--- src/rtl/assert_macros.svh ---
// Assertion macros for the RTL files; only the top-level file includes them.
`ifndef ASSERT_MACROS_SVH
`define ASSERT_MACROS_SVH

// Checked outside reset.
`define AST_ON(lbl, clk, rst_n, prop, msg) \
    lbl: assert property (@(posedge clk) disable iff (!rst_n) prop) else $error(msg);

// Checked in every cycle, reset included.
`define AST_ALWAYS(lbl, clk, prop, msg) \
    lbl: assert property (@(posedge clk) prop) else $error(msg);

`endif

--- src/rtl/ifscg_pkg.sv ---
// Shared types and constants of the chaos game plotter.
`default_nettype none
package ifscg_pkg;
    localparam logic [1:0] CMD_LOAD  = 2'd0;
    localparam logic [1:0] CMD_CLEAR = 2'd1;
    localparam logic [1:0] CMD_PLOT  = 2'd2;
    localparam logic [1:0] CMD_READ  = 2'd3;

    localparam logic [1:0] ST_DONE = 2'd0;
    localparam logic [1:0] ST_SKIP = 2'd1;
    localparam logic [1:0] ST_BAD  = 2'd2;

    localparam logic [1:0] REG_WIDTH  = 2'd0;
    localparam logic [1:0] REG_HEIGHT = 2'd1;
    localparam logic [1:0] REG_NFUNC  = 2'd2;

    localparam int NUM_SLOTS  = 6;
    localparam int CW         = 18;   // coefficient, Q2.16
    localparam int PW         = 24;   // point, Q8.16
    localparam int RNDW       = 16;
    localparam int DEF_WIDTH  = 640;
    localparam int DEF_HEIGHT = 480;
    localparam logic [3:0] SAT_LEVEL = 4'd15;

    typedef enum logic [2:0] {
        K_LOAD, K_LOAD_BAD, K_CLEAR, K_PLOT, K_SKIP, K_READ, K_READ_BAD
    } t_kind;

    typedef struct packed {
        t_kind                  kind;
        logic [3:0]             fn;
        logic [2:0]             slot;
        logic signed [CW-1:0]   value;
        logic [RNDW-1:0]        rnd;
        logic [9:0]             rx;
        logic [9:0]             ry;
    } t_entry;

    typedef enum logic [3:0] {
        B_IDLE, B_CLEAR, B_MOD, B_CRD, B_MUL, B_SUM, B_MAP, B_CHK, B_RMW, B_READ
    } t_bstate;
endpackage
`default_nettype wire

--- src/rtl/ifscg_fifo.sv ---
// Two-entry queue between front end and back end.
`default_nettype none
module ifscg_fifo (
    input  wire logic              i_clk,
    input  wire logic              i_rst_n,
    input  wire logic              i_push,
    input  wire ifscg_pkg::t_entry i_entry,
    input  wire logic              i_pop,
    output ifscg_pkg::t_entry      o_entry,
    output logic                   o_valid,
    output logic                   o_full
);
    import ifscg_pkg::*;

    t_entry     r_mem [2];
    logic       r_wp;
    logic       r_rp;
    logic [1:0] r_cnt;

    always_ff @(posedge i_clk) begin
        if (!i_rst_n) begin
            r_wp  <= 1'b0;
            r_rp  <= 1'b0;
            r_cnt <= 2'd0;
        end else begin
            if (i_push) begin
                r_wp <= !r_wp;
            end
            if (i_pop) begin
                r_rp <= !r_rp;
            end
            if (i_push && !i_pop) begin
                r_cnt <= r_cnt + 2'd1;
            end else if (!i_push && i_pop) begin
                r_cnt <= r_cnt - 2'd1;
            end
        end
    end

    always_ff @(posedge i_clk) begin
        if (i_push) begin
            r_mem[r_wp] <= i_entry;
        end
    end

    assign o_entry = r_mem[r_rp];
    assign o_valid = (r_cnt != 2'd0);
    assign o_full  = (r_cnt == 2'd2);
endmodule
`default_nettype wire

--- config.mk ---
export PLATFORM = sky130hd
export DESIGN_NAME = ifscg_fifo
export DESIGN_NICKNAME = d
export VERILOG_FILES = /design/src/rtl/assert_macros.svh /design/src/rtl/ifscg_pkg.sv /design/src/rtl/ifscg_fifo.sv
export SDC_FILE = /design/constraint.sdc
export NUM_CORES = 1
export LEC_CHECK = 0
export BUFFER_PORTS_ARGS = -buffer_cell sky130_fd_sc_hd__buf_2
export CAP_MARGIN = 10
export CORE_UTILIZATION = 30
export DETAILED_ROUTE_END_ITERATION = 12
export PLACE_DENSITY_LB_ADDON = 0.08
export SYNTH_ARGS = -nofsm -noshare
export SYNTH_HDL_FRONTEND = slang
export SYNTH_SLANG_ARGS = --single-unit
--- constraint.sdc ---
create_clock -name i_clk -period 11.05 [get_ports i_clk]
set_clock_uncertainty 0.15 [all_clocks]
set_input_delay 2.7625 -clock i_clk [delete_from_list [all_inputs] [get_ports i_clk]]
set_output_delay 2.7625 -clock i_clk [all_outputs]
set_load 0.01 [all_outputs]
After elaboration in Yosys (flattened, before gate mapping)
Memory sizes are Yosys's and may differ from the RTL's. A register that Yosys moved wholly into a read port is not among the register bits.
Cells that the tools add are included.
- bits in registers: 4
- bits in writable memories: 128
- bits of input ports: 68
- output and inout port bits: 66
- logic and storage cells: 21
- memories: 1
- add/subtract/negate cells: 2
- equality and inequality tests: 1
- mux-type cells: 6
- reduce and logical (&&, ||, !) cells: 8
- memory list (memory ; words ; bits a word ; read ports ; clocked after Yosys merged registers in ; wr ports ; line ; RTL):
    r_mem ; 2 ; 64 ; 1 ; 1 ; 1 ; ifscg_fifo.sv:15 ; t_entry r_mem [2];
- operators by type and width (kind ; number):
    $logic_not 1->1 ; 4
    $mux 1 ; 4
    $mux 2 ; 2
    $reduce_bool 2->1 ; 2
    $add 2x1->2 const B ; 1
    $eq 2x2->1 const B ; 1
    $logic_and 1x1->1 ; 2
    $sub 2x1->2 const B ; 1

Logic depth before layout (Yosys ltp)
- word-level depth: 4
- gate-level depth with buffers: 5
- depth with buffers taken out: 5

Worst setup path before layout
OpenSTA, ideal clock, no wires.
- kind: input to register
- start: in i_push
- end: mem r_mem[0][0] in the netlist's numbering (enable)
- library setup time: 0.495 ns
- arrival: 5.608 ns
- required time: 10.405 ns
- slack: 4.797 ns
- stages on the path: 1
- path buffers: 0
- cell sequence: nor2b_1
- longest elaborated chain between the ends: 2
- ends and longest elaborated chain (element ; line ; RTL):
    start: declaration ; ifscg_fifo.sv:6 ; input wire logic i_push,
    $mux 1 ; ifscg_fifo.sv:41 ; if (i_push) begin
    $mux 1 (not written as such) ; ifscg_fifo.sv:42 ; r_mem[r_wp] <= i_entry;
    end: declaration ; ifscg_fifo.sv:15 ;
Every way passes these cells.

==> results_dict.tcl <==
set metrics [dict create \
    num_rows 46 \
    grt_max_degree 66 \
    die_width_um 129 \
    required_ns 8.14 \
    worst-setup-path-type "reg2out" \
    drt_iter0_markers 99 \
    antenna_left 0 \
    post-route-min-period_ns 4.86 \
    hold_start "r_cnt[1]" \
    postSynthAreaPerCell_um2 22.0 \
    cts_root_buffer "clkbuf_16" \
    via_count 2478 \
    combPwrFrac 0.085 \
    synth_area_um2 4860 \
    area_growth_pct 29.0 \
    worstReg2RegStart "r_wp" \
    antenna_found_initial 1 \
    cts_max_level 4 \
    cts_buffers 17 \
    setup_violations 0 \
    p_switching_w 0.000249 \
    cts_resized 0 \
    fin_ws_ns 6.19 \
    arrival_ns 1.94 \
    start_util 0.307 \
    whs_ns 0.352 \
    cp_slowest_cell "dfxtp_4" \
    r2r-end "r_mem[1][46]" \
    portBuffers 133 \
    worst_pin_slew_ns 0.952 \
    grt_pass1_wl_mm 13.4 \
    clkLatencyLatePin_ns 0.40 \
    reg2reg_depth 1 \
    wirelength_mm 8.91 \
    hold_viol_final 0 \
    path_clk_slew_ns 0.05 \
    grt_pass1_vias 2580 \
    vias_per_cell 4.18 \
    rsz0062_at_grt "no" \
    grt_overflow_total 0 \
    cts_buffer_depth 2 \
    p_per_area_nw_per_um2 193 \
    maxCapViolCount 0 \
    cts.sinks 133 \
    min_to "r_cnt[1]" \
    drive_above_1_share 0.594 \
    critPathMaxStageDelay_ns 0.95 \
    pwr-share-clk 0.420 \
    layout_commonest_cell "buf_2" \
    hold_class "reg2reg" \
    die_h_um 129 \
    place_inst 564 \
    irDropWorstVdd_mv 0.0974 \
    synth_nets 290 \
    holdPathStages 2 \
    cts_tree "built" \
    dpl.hpwl_mm 5.10 \
    yosysSeqAreaShare 0.811 \
    slew_headroom 0.365 \
    wire_per_inst_um 15.0 \
    setup.worst_path.end_class "output port" \
    die_area_um2 16700 \
    pin_count 134 \
    leakage_nw 2.34 \
    status "finished, final reports clean" \
    layout.nets 436 \
    path_max_fanout 64 \
    timing.fmax_mhz 206 \
    cts_setup_buffers 0 \
    fin_tns_setup_ns 0 \
    crit_chain "mux2_2 -> buf_2" \
    syn_inst 221 \
    startpoint_type "flop" \
    intPower_w 0.000959 \
    coreArea_um2 15800 \
    stdcell_count 593 \
    period_share 0.439 \
    synth_cell_types 17 \
    postCtsHoldBufs 0 \
    route.detailed.drc 0 \
    preCtsSetupSlack_ns 6.53 \
    yosys_warnings 0 \
    gp_congestion 0.650 \
    slew_viol_final 0 \
    switching_share 0.206 \
    synth_seq_cells 133 \
    seqPwrFrac 0.495 \
    mostFrequentLayoutCells "133 x buf_2, 128 x edfxtp_1, 64 x mux2_2" \
    total_power_w 0.00121 \
    detail_route.first_pass.iterations 4 \
    antenna_cells 0 \
    grt_use_total 0.113 \
    r2r_slack_ns 9.32 \
]
worst max-delay path, delay by kind of cell (launching register included):
family	cells	cell delay, ns
DFF	1	0.95
muxes	1	0.43
buffers and inverters	1	0.14
worst max path at each step:
| stage | start | slack [ns] | endpoint | cells past startpoint |
|---|---|---|---|---|
| detailed placement | flop | 6.53 | o_entry[23] | 2 |
| finish | flop | 6.19 | o_entry[23] | 2 |
| floorplan | i_push | 4.80 | r_mem[0][0] | 1 |
| global route | flop | 6.03 | o_entry[23] | 2 |
| CTS | flop | 6.08 | o_entry[23] | 2 |
| global placement | flop | 6.52 | o_entry[23] | 2 |
flip-flops by register name (all words and copies together) (netlist names), named ones only:
signal and flops:
r_rp 1, r_cnt 2, r_wp 1, r_mem 128
synthesized netlist by cell type (all sizes together):
cell type	n	share of area
edfxtp	128	0.79
mux2	64	0.15
buf	7	0.015
dfxtp	5	0.021
and2	4	0.0051
nor2b	2	0.0026
xor2	2	0.0036
a21boi	1	0.0015
and2b	1	0.0018
ha	1	0.0026
inv	1	0.00077
o21a	1	0.0015
o21ai	1	0.0010
or2	1	0.0013
or3	1	0.0013
xnor2	1	0.0018
power groups by stage:
stage | clock network [W] | logic [W] | registers [W]
after floorplan | 0 | 0.0000688 | 0.000599
after global placement | 0 | 0.000104 | 0.000610
after detailed placement | 0 | 0.000104 | 0.000610
after CTS | 0.000523 | 0.000105 | 0.000600
after global routing | 0.000544 | 0.000112 | 0.000602
final | 0.000508 | 0.000102 | 0.000599
layout make-up:
class / instances / area (um2)
inverters: 1 / 3.75
flip-flops and latches: 133 / 3950
repair buffers: 134 / 673
multi-input cells: 80 / 848
clock inverters: 9 / 88.8
clock buffers: 20 / 437
well taps: 216 / 270
fillers: 1507 / 9560
stage by stage:
stage               utilization  instance area, um2
finish                    0.396                6270
global placement          0.363                5740
detailed placement        0.363                5740
floorplan                     -                4860
global route              0.396                6270
CTS                       0.396                6270
logic make-up after synthesis:
family	count (synthesis)	share of synthesized area
AOI/OAI and AO/OA	3	0.00412
xor gates and xnor gates	3	0.00541
adders and majority gates	1	0.00257
buffers and inverters	8	0.0162
DFF	133	0.811
muxes	64	0.148
and+or+nand+nor	9	0.0121
routing by layer:
layer,global-route usage,up-vias,wire (um)
li1,-,1166,-
met1,0.131,1206,3860
met2,0.175,87,4150
met3,0.0475,17,696
met4,0.0685,2,193
met5,0,-,13
(Power assumes the default switching activity.)
