$ cat config.mk
export PLATFORM = sky130hd
export DESIGN_NAME = ifscg_front
export DESIGN_NICKNAME = d
export VERILOG_FILES = /design/src/rtl/assert_macros.svh /design/src/rtl/ifscg_pkg.sv /design/src/rtl/ifscg_front.sv
export SDC_FILE = /design/constraint.sdc
export NUM_CORES = 1
export LEC_CHECK = 0
export ABC_AREA = 1
export BUFFER_PORTS_ARGS = -buffer_cell sky130_fd_sc_hd__clkbuf_2
export CAP_MARGIN = 20
export CORE_AREA = 2 2 62 64
export DETAILED_ROUTE_END_ITERATION = 10
export DIE_AREA = 0 0 64 66
export PLACE_DENSITY = 0.95
export SKIP_LAST_GASP = 1
export SYNTH_ARGS = -nofsm -noshare
export SYNTH_HDL_FRONTEND = slang
export SYNTH_SLANG_ARGS = --single-unit
export TNS_END_PERCENT = 5
$ cat constraint.sdc
create_clock -name vclk -period 1.71
set_input_delay 0.342 -clock vclk [all_inputs]
set_output_delay 0.342 -clock vclk [all_outputs]
set_load 0.01 [all_outputs]
$ cat src/rtl/assert_macros.svh
// Assertion macros for the RTL files; only the top-level file includes them.
`ifndef ASSERT_MACROS_SVH
`define ASSERT_MACROS_SVH

// Checked outside reset.
`define AST_ON(lbl, clk, rst_n, prop, msg) \
    lbl: assert property (@(posedge clk) disable iff (!rst_n) prop) else $error(msg);

// Checked in every cycle, reset included.
`define AST_ALWAYS(lbl, clk, prop, msg) \
    lbl: assert property (@(posedge clk) prop) else $error(msg);

`endif

$ cat src/rtl/ifscg_pkg.sv
// Shared types and constants of the chaos game plotter.
`default_nettype none
package ifscg_pkg;
    localparam logic [1:0] CMD_LOAD  = 2'd0;
    localparam logic [1:0] CMD_CLEAR = 2'd1;
    localparam logic [1:0] CMD_PLOT  = 2'd2;
    localparam logic [1:0] CMD_READ  = 2'd3;

    localparam logic [1:0] ST_DONE = 2'd0;
    localparam logic [1:0] ST_SKIP = 2'd1;
    localparam logic [1:0] ST_BAD  = 2'd2;

    localparam logic [1:0] REG_WIDTH  = 2'd0;
    localparam logic [1:0] REG_HEIGHT = 2'd1;
    localparam logic [1:0] REG_NFUNC  = 2'd2;

    localparam int NUM_SLOTS  = 6;
    localparam int CW         = 18;   // coefficient, Q2.16
    localparam int PW         = 24;   // point, Q8.16
    localparam int RNDW       = 16;
    localparam int DEF_WIDTH  = 640;
    localparam int DEF_HEIGHT = 480;
    localparam logic [3:0] SAT_LEVEL = 4'd15;

    typedef enum logic [2:0] {
        K_LOAD, K_LOAD_BAD, K_CLEAR, K_PLOT, K_SKIP, K_READ, K_READ_BAD
    } t_kind;

    typedef struct packed {
        t_kind                  kind;
        logic [3:0]             fn;
        logic [2:0]             slot;
        logic signed [CW-1:0]   value;
        logic [RNDW-1:0]        rnd;
        logic [9:0]             rx;
        logic [9:0]             ry;
    } t_entry;

    typedef enum logic [3:0] {
        B_IDLE, B_CLEAR, B_MOD, B_CRD, B_MUL, B_SUM, B_MAP, B_CHK, B_RMW, B_READ
    } t_bstate;
endpackage
`default_nettype wire

$ cat src/rtl/ifscg_front.sv
// Front end: accepts input beats and classifies them into queue entries.
`default_nettype none
module ifscg_front #(
    parameter int MAX_WIDTH     = 1024,
    parameter int MAX_HEIGHT    = 1024,
    parameter int MAX_FUNCTIONS = 16
) (
    input  wire logic                 i_valid,
    input  wire logic [1:0]           i_cmd,
    input  wire logic [3:0]           i_fn,
    input  wire logic [2:0]           i_slot,
    input  wire logic signed [17:0]   i_value,
    input  wire logic [15:0]          i_rnd,
    input  wire logic [9:0]           i_rx,
    input  wire logic [9:0]           i_ry,
    input  wire logic [$clog2(MAX_WIDTH+1)-1:0]     i_w,
    input  wire logic [$clog2(MAX_HEIGHT+1)-1:0]    i_h,
    input  wire logic [$clog2(MAX_FUNCTIONS+1)-1:0] i_nf,
    input  wire logic                 i_full,
    input  wire logic                 i_init_busy,
    output logic                      o_ready,
    output logic                      o_push,
    output ifscg_pkg::t_entry         o_entry
);
    import ifscg_pkg::*;

    logic load_ok;
    logic read_ok;

    assign load_ok = (32'(i_slot) < NUM_SLOTS) && (32'(i_fn) < MAX_FUNCTIONS);
    assign read_ok = (32'(i_rx) < 32'(i_w)) && (32'(i_ry) < 32'(i_h));

    assign o_ready = !i_full && !i_init_busy;
    assign o_push  = i_valid && o_ready;

    always_comb begin
        o_entry.fn    = i_fn;
        o_entry.slot  = i_slot;
        o_entry.value = i_value;
        o_entry.rnd   = i_rnd;
        o_entry.rx    = i_rx;
        o_entry.ry    = i_ry;
        unique case (i_cmd)
            CMD_LOAD:  o_entry.kind = load_ok ? K_LOAD : K_LOAD_BAD;
            CMD_CLEAR: o_entry.kind = K_CLEAR;
            CMD_PLOT:  o_entry.kind = (i_nf == '0) ? K_SKIP : K_PLOT;
            CMD_READ:  o_entry.kind = read_ok ? K_READ : K_READ_BAD;
            default:   o_entry.kind = K_LOAD_BAD;
        endcase
    end
endmodule
`default_nettype wire

Yosys cells after proc, flatten, opt, wreduce, memory -nomap -nowiden

Cells that the tools add are included.

Register bits: 0
Input port bits: 93
Word-level logic and storage cells: 17

$lt $le $gt $ge: 3
Eq/ne operators: 3
Muxes and demuxes: 4
Reduce and logical (&&, ||, !) cells: 7

Operators by type and width:

| operator                                      | count |
|---|---|
| < comparator 10 x 11 -> 1 bit                 | 2 |
| one-hot mux 3 bit (4 select lines)            | 1 |
| zero test 5 bit                               | 1 |
| == test 2 bit, second input constant          | 2 |
| logical AND 1 bit                             | 3 |
| < comparator 3 bit, second input constant     | 1 |
| two-way mux 3 bit                             | 1 |
| == test 2 x 1 -> 1 bit, second input constant | 1 |
| zero test 1 bit                               | 2 |
| zero test 2 bit                               | 1 |
| two-way mux 2 bit                             | 1 |
| two-way mux 1 bit                             | 1 |

Longest topological paths before layout

Depth after elaboration: 4
Mapped depth: 12

Worst setup path after synthesis

No wires, ideal clock.

Path type: input to output
Start: input i_w[9]
End: output o_entry[62] (netlist name)
Arrival time: 1.192 ns
Setup slack: 0.176 ns
Cell stages on the path: 12
Cells stage by stage: inv_1 > ha_1 > inv_1 > nor2_2 > nand2_1 > nor2_1 > nand2_1 > nand2_1 > inv_1 > nand3_2 > nand2_1 > inv_1

RTL lines:

| element         | line              | text |
|---|---|---|
| start, declared | ifscg_front.sv:16 | `input wire logic [$clog2(MAX_WIDTH+1)-1:0] i_w,` |
| end, declared   | ifscg_front.sv:23 | `output ifscg_pkg::t_entry o_entry` |

==> impl_results.md <==
- First-pass GRT wire length: 3310 um
- Nets: between 300 and 400
- Worst slew pin tran: 0.170 ns
- Hold Startpoint: i_rnd[2]
- Failing checks: setup timing
- Most Crowded Layer GR: met2
- Critical Path, Cell by Cell: buf_8 -> ha_4 -> inv_4 -> nor2_4 -> nand2_2 -> nor2_2 -> nand2_1 -> nand2_1 -> inv_1 -> nand3_2 -> nand2_1 -> inv_1 -> buf_2
- Buffer count from post-CTS setup fixing: 0
- Crit start category: input pin
- Post-Syn Instances: between 150 and 200
- CP max stage cell: ha_4
- Fin cells: approximately 250
- Die height: 66 um
- Crit path required time: 1.37 ns
- IO Pins: ~160
- Simple-gate area share of the yosys netlist: 18.9%
- Initial antenna violation count: 0
- Synth Area in Compound Gates: 5.02%
- Placed cell count: 249
- Pwr Total: ~270 uW
- Clkbuf count: 0
- CP Class: in -> out
- Total negative slack: -0.116 ns
- Core area: 3550 um2
- Yosys warning count: 0
- WHS Endpoint: o_entry[22]
- Total number of vias: just over 1000
- Largest net degree at the start of global routing: 5
- Number of global-route vias before repair: 858
- Site Rows: 22
- DR iter-0 viols: 4
- GRT overflow: 0
- Pwr/cell area: 221 nW/um2
- WP data arrival: 1.44 ns
- Via/cell ratio: 4.05
- WHS Path Cells: 0
- Crit path max fanout: 2
- Max Clk Rate: 0.561 GHz
- DP HPWL: 2190 um
- FF+latch area: 0 um2
- Total of max-cap violations: 0
- Cts hold-fix bufs: 0
- RSZ-0062 raised after global routing: yes
- Largest family of logic cells by synthesized area: buffers and inverters
- Post-synthesis sequential area ratio: 0%
- Post-synthesis adder-cell area fraction: 20.5%
- Fin crit period: between 1.5 and 2 ns
- Post-route ant nets: 0
- CP Capture Type: primary output
- Share of the synthesized area in the top cell type: a little over two fifths
- Diodes inserted: 0
- Initial core utilization: between 30 and 40%
- Avg Cell Area, Syn: 6.19 um2
- HP Class: in -> out
- Die W: 64 um
- Port Buffers: just over 80
- VDD IR max: ~0.072 mV
- Static leakage: around 0.83 nW
- Multiplexer area fraction after synthesis: 0%
- Delay of the slowest critical-path stage: 0.26 ns
- Relative slew slack: 88.6%
- Layout cells sized above 1: 48.8%
- GR Layer Usage met3: 1.70%
- Tcrit/Tclk final: 104%
- CP most frequent cell: nand2_1
- Post-Syn Nets: 288
- Status: complete, but fails checks
- Netlist Area Pre-Place: about 1100 um2
- Fin. max-slew vios: 0
- Met1 usage: between 8 and 9%
- Final hold vios: 0
- Endpoints failing setup: 2
- Met2 Usage GRT: 21.0%
- Final RePlAce weighted congestion: between 0.6 and 0.7
- DRC Markers: 0
- WL per Instance: about 9.4 um
- Die footprint: around 4200 um2
- Synth area leader: buf_4
- Xor/xnor cell area share of the yosys netlist: 0%
- FFs & Latches: 0
- Final WL: 2330 um
- DRT Pass-1 Iters: 4
- Distinct cells, synth: 16
- Synthesis-to-layout area growth: 10.8%
- Synth area leaders: buf_4 (42%), ha_1 (21%), inv_1 (14%)
- Finished Core Util: 34.2%
- Worst Slack Setup Final: -0.0713 ns
- Gr usage total: 9.54%
==> power breakdown <==
part / total (mW) / internal [mW] / switching, mW / leakage [nW]
sequential: 0 / 0 / 0 / 0
clock: 0 / 0 / 0 / 0
combinational: 0.268 / 0.136 / 0.133 / 0.834
total: 0.268 / 0.136 / 0.133 / 0.834
==> worst max-delay path by stage <==
stage               startpoint           to  slack [ns]
floorplan               i_w[9]  o_entry[62]        0.18
global placement        i_w[9]  o_entry[62]       -0.12
detailed placement      i_w[9]  o_entry[62]       -0.13
CTS                     i_w[9]  o_entry[62]       -0.13
global route           i_rx[9]  o_entry[62]       -0.17
finish                 i_rx[9]  o_entry[62]       -0.07
==> worst max-delay path, delay by kind of cell <==
kind,cells,cell delay [ns]
adder cells (fa/ha/maj),1,0.26
buffers and inverters,5,0.32
AND/OR/NAND/NOR,7,0.50
==> area by class of cell <==
cell class                 instances  area (um2)
fill                             377        2340
multi-input combinational         76         548
inverter                          40         155
timing repair buffer              85         452
tap                               48        60.1
==> metrics by stage <==
stage	hold slack, ns	setup WS [ns]	area [um2]
global placement	0.684	-0.125	1130
floorplan	0.727	0.176	1100
finish	0.684	-0.0713	1210
detailed placement	0.684	-0.128	1130
CTS	0.684	-0.129	1130
global route	0.684	-0.174	1210
==> cell usage in the layout, fill, tap and decap left out <==
cell type / netlist / layout
nand2_2: 0 / 1
buf_6: 0 / 1
ha_4: 0 / 4
and3_1: 1 / 1
nand3_1: 3 / 3
nand4_1: 1 / 1
inv_1: 40 / 37
nor3_1: 1 / 1
nor2_1: 4 / 3
nor2_4: 0 / 1
a21oi_1: 6 / 6
nor3b_1: 1 / 1
nand2_1: 33 / 32
inv_2: 0 / 1
nand3_2: 1 / 1
inv_4: 0 / 2
buf_4: 61 / 4
o211ai_1: 1 / 1
buf_8: 0 / 1
o21ai_0: 2 / 2
nor2_2: 3 / 3
ha_1: 18 / 14
buf_2: 0 / 1
clkbuf_2: 0 / 78
o21bai_1: 1 / 1
==> synth_stat cells <==
library cell / n
o211ai_1: 1
nor3b_1: 1
nor3_1: 1
nand3_2: 1
buf_4: 61
ha_1: 18
nand4_1: 1
o21ai_0: 2
nor2_2: 3
a21oi_1: 6
o21bai_1: 1
nand3_1: 3
and3_1: 1
nand2_1: 33
inv_1: 40
nor2_1: 4
==> routing by layer <==
layer	wire length [um]	vias up
met3	275	8
met5	0	-
met4	68	0
met2	1210	72
li1	-	523
met1	771	406
==> kinds of logic after synthesis <==
logic type | Yosys count
compound gates | 10
fa+ha+maj | 18
buf+inv | 101
simple gates | 48
==> timing repair <==
item / 4_1_cts / 5_1_grt
gates resized for setup: 0 / 18
pin swaps: 0 / 7
setup endpoints to repair: 2 / 2
cloned: 0 / 0
Power figures use the tool's default switching activity.
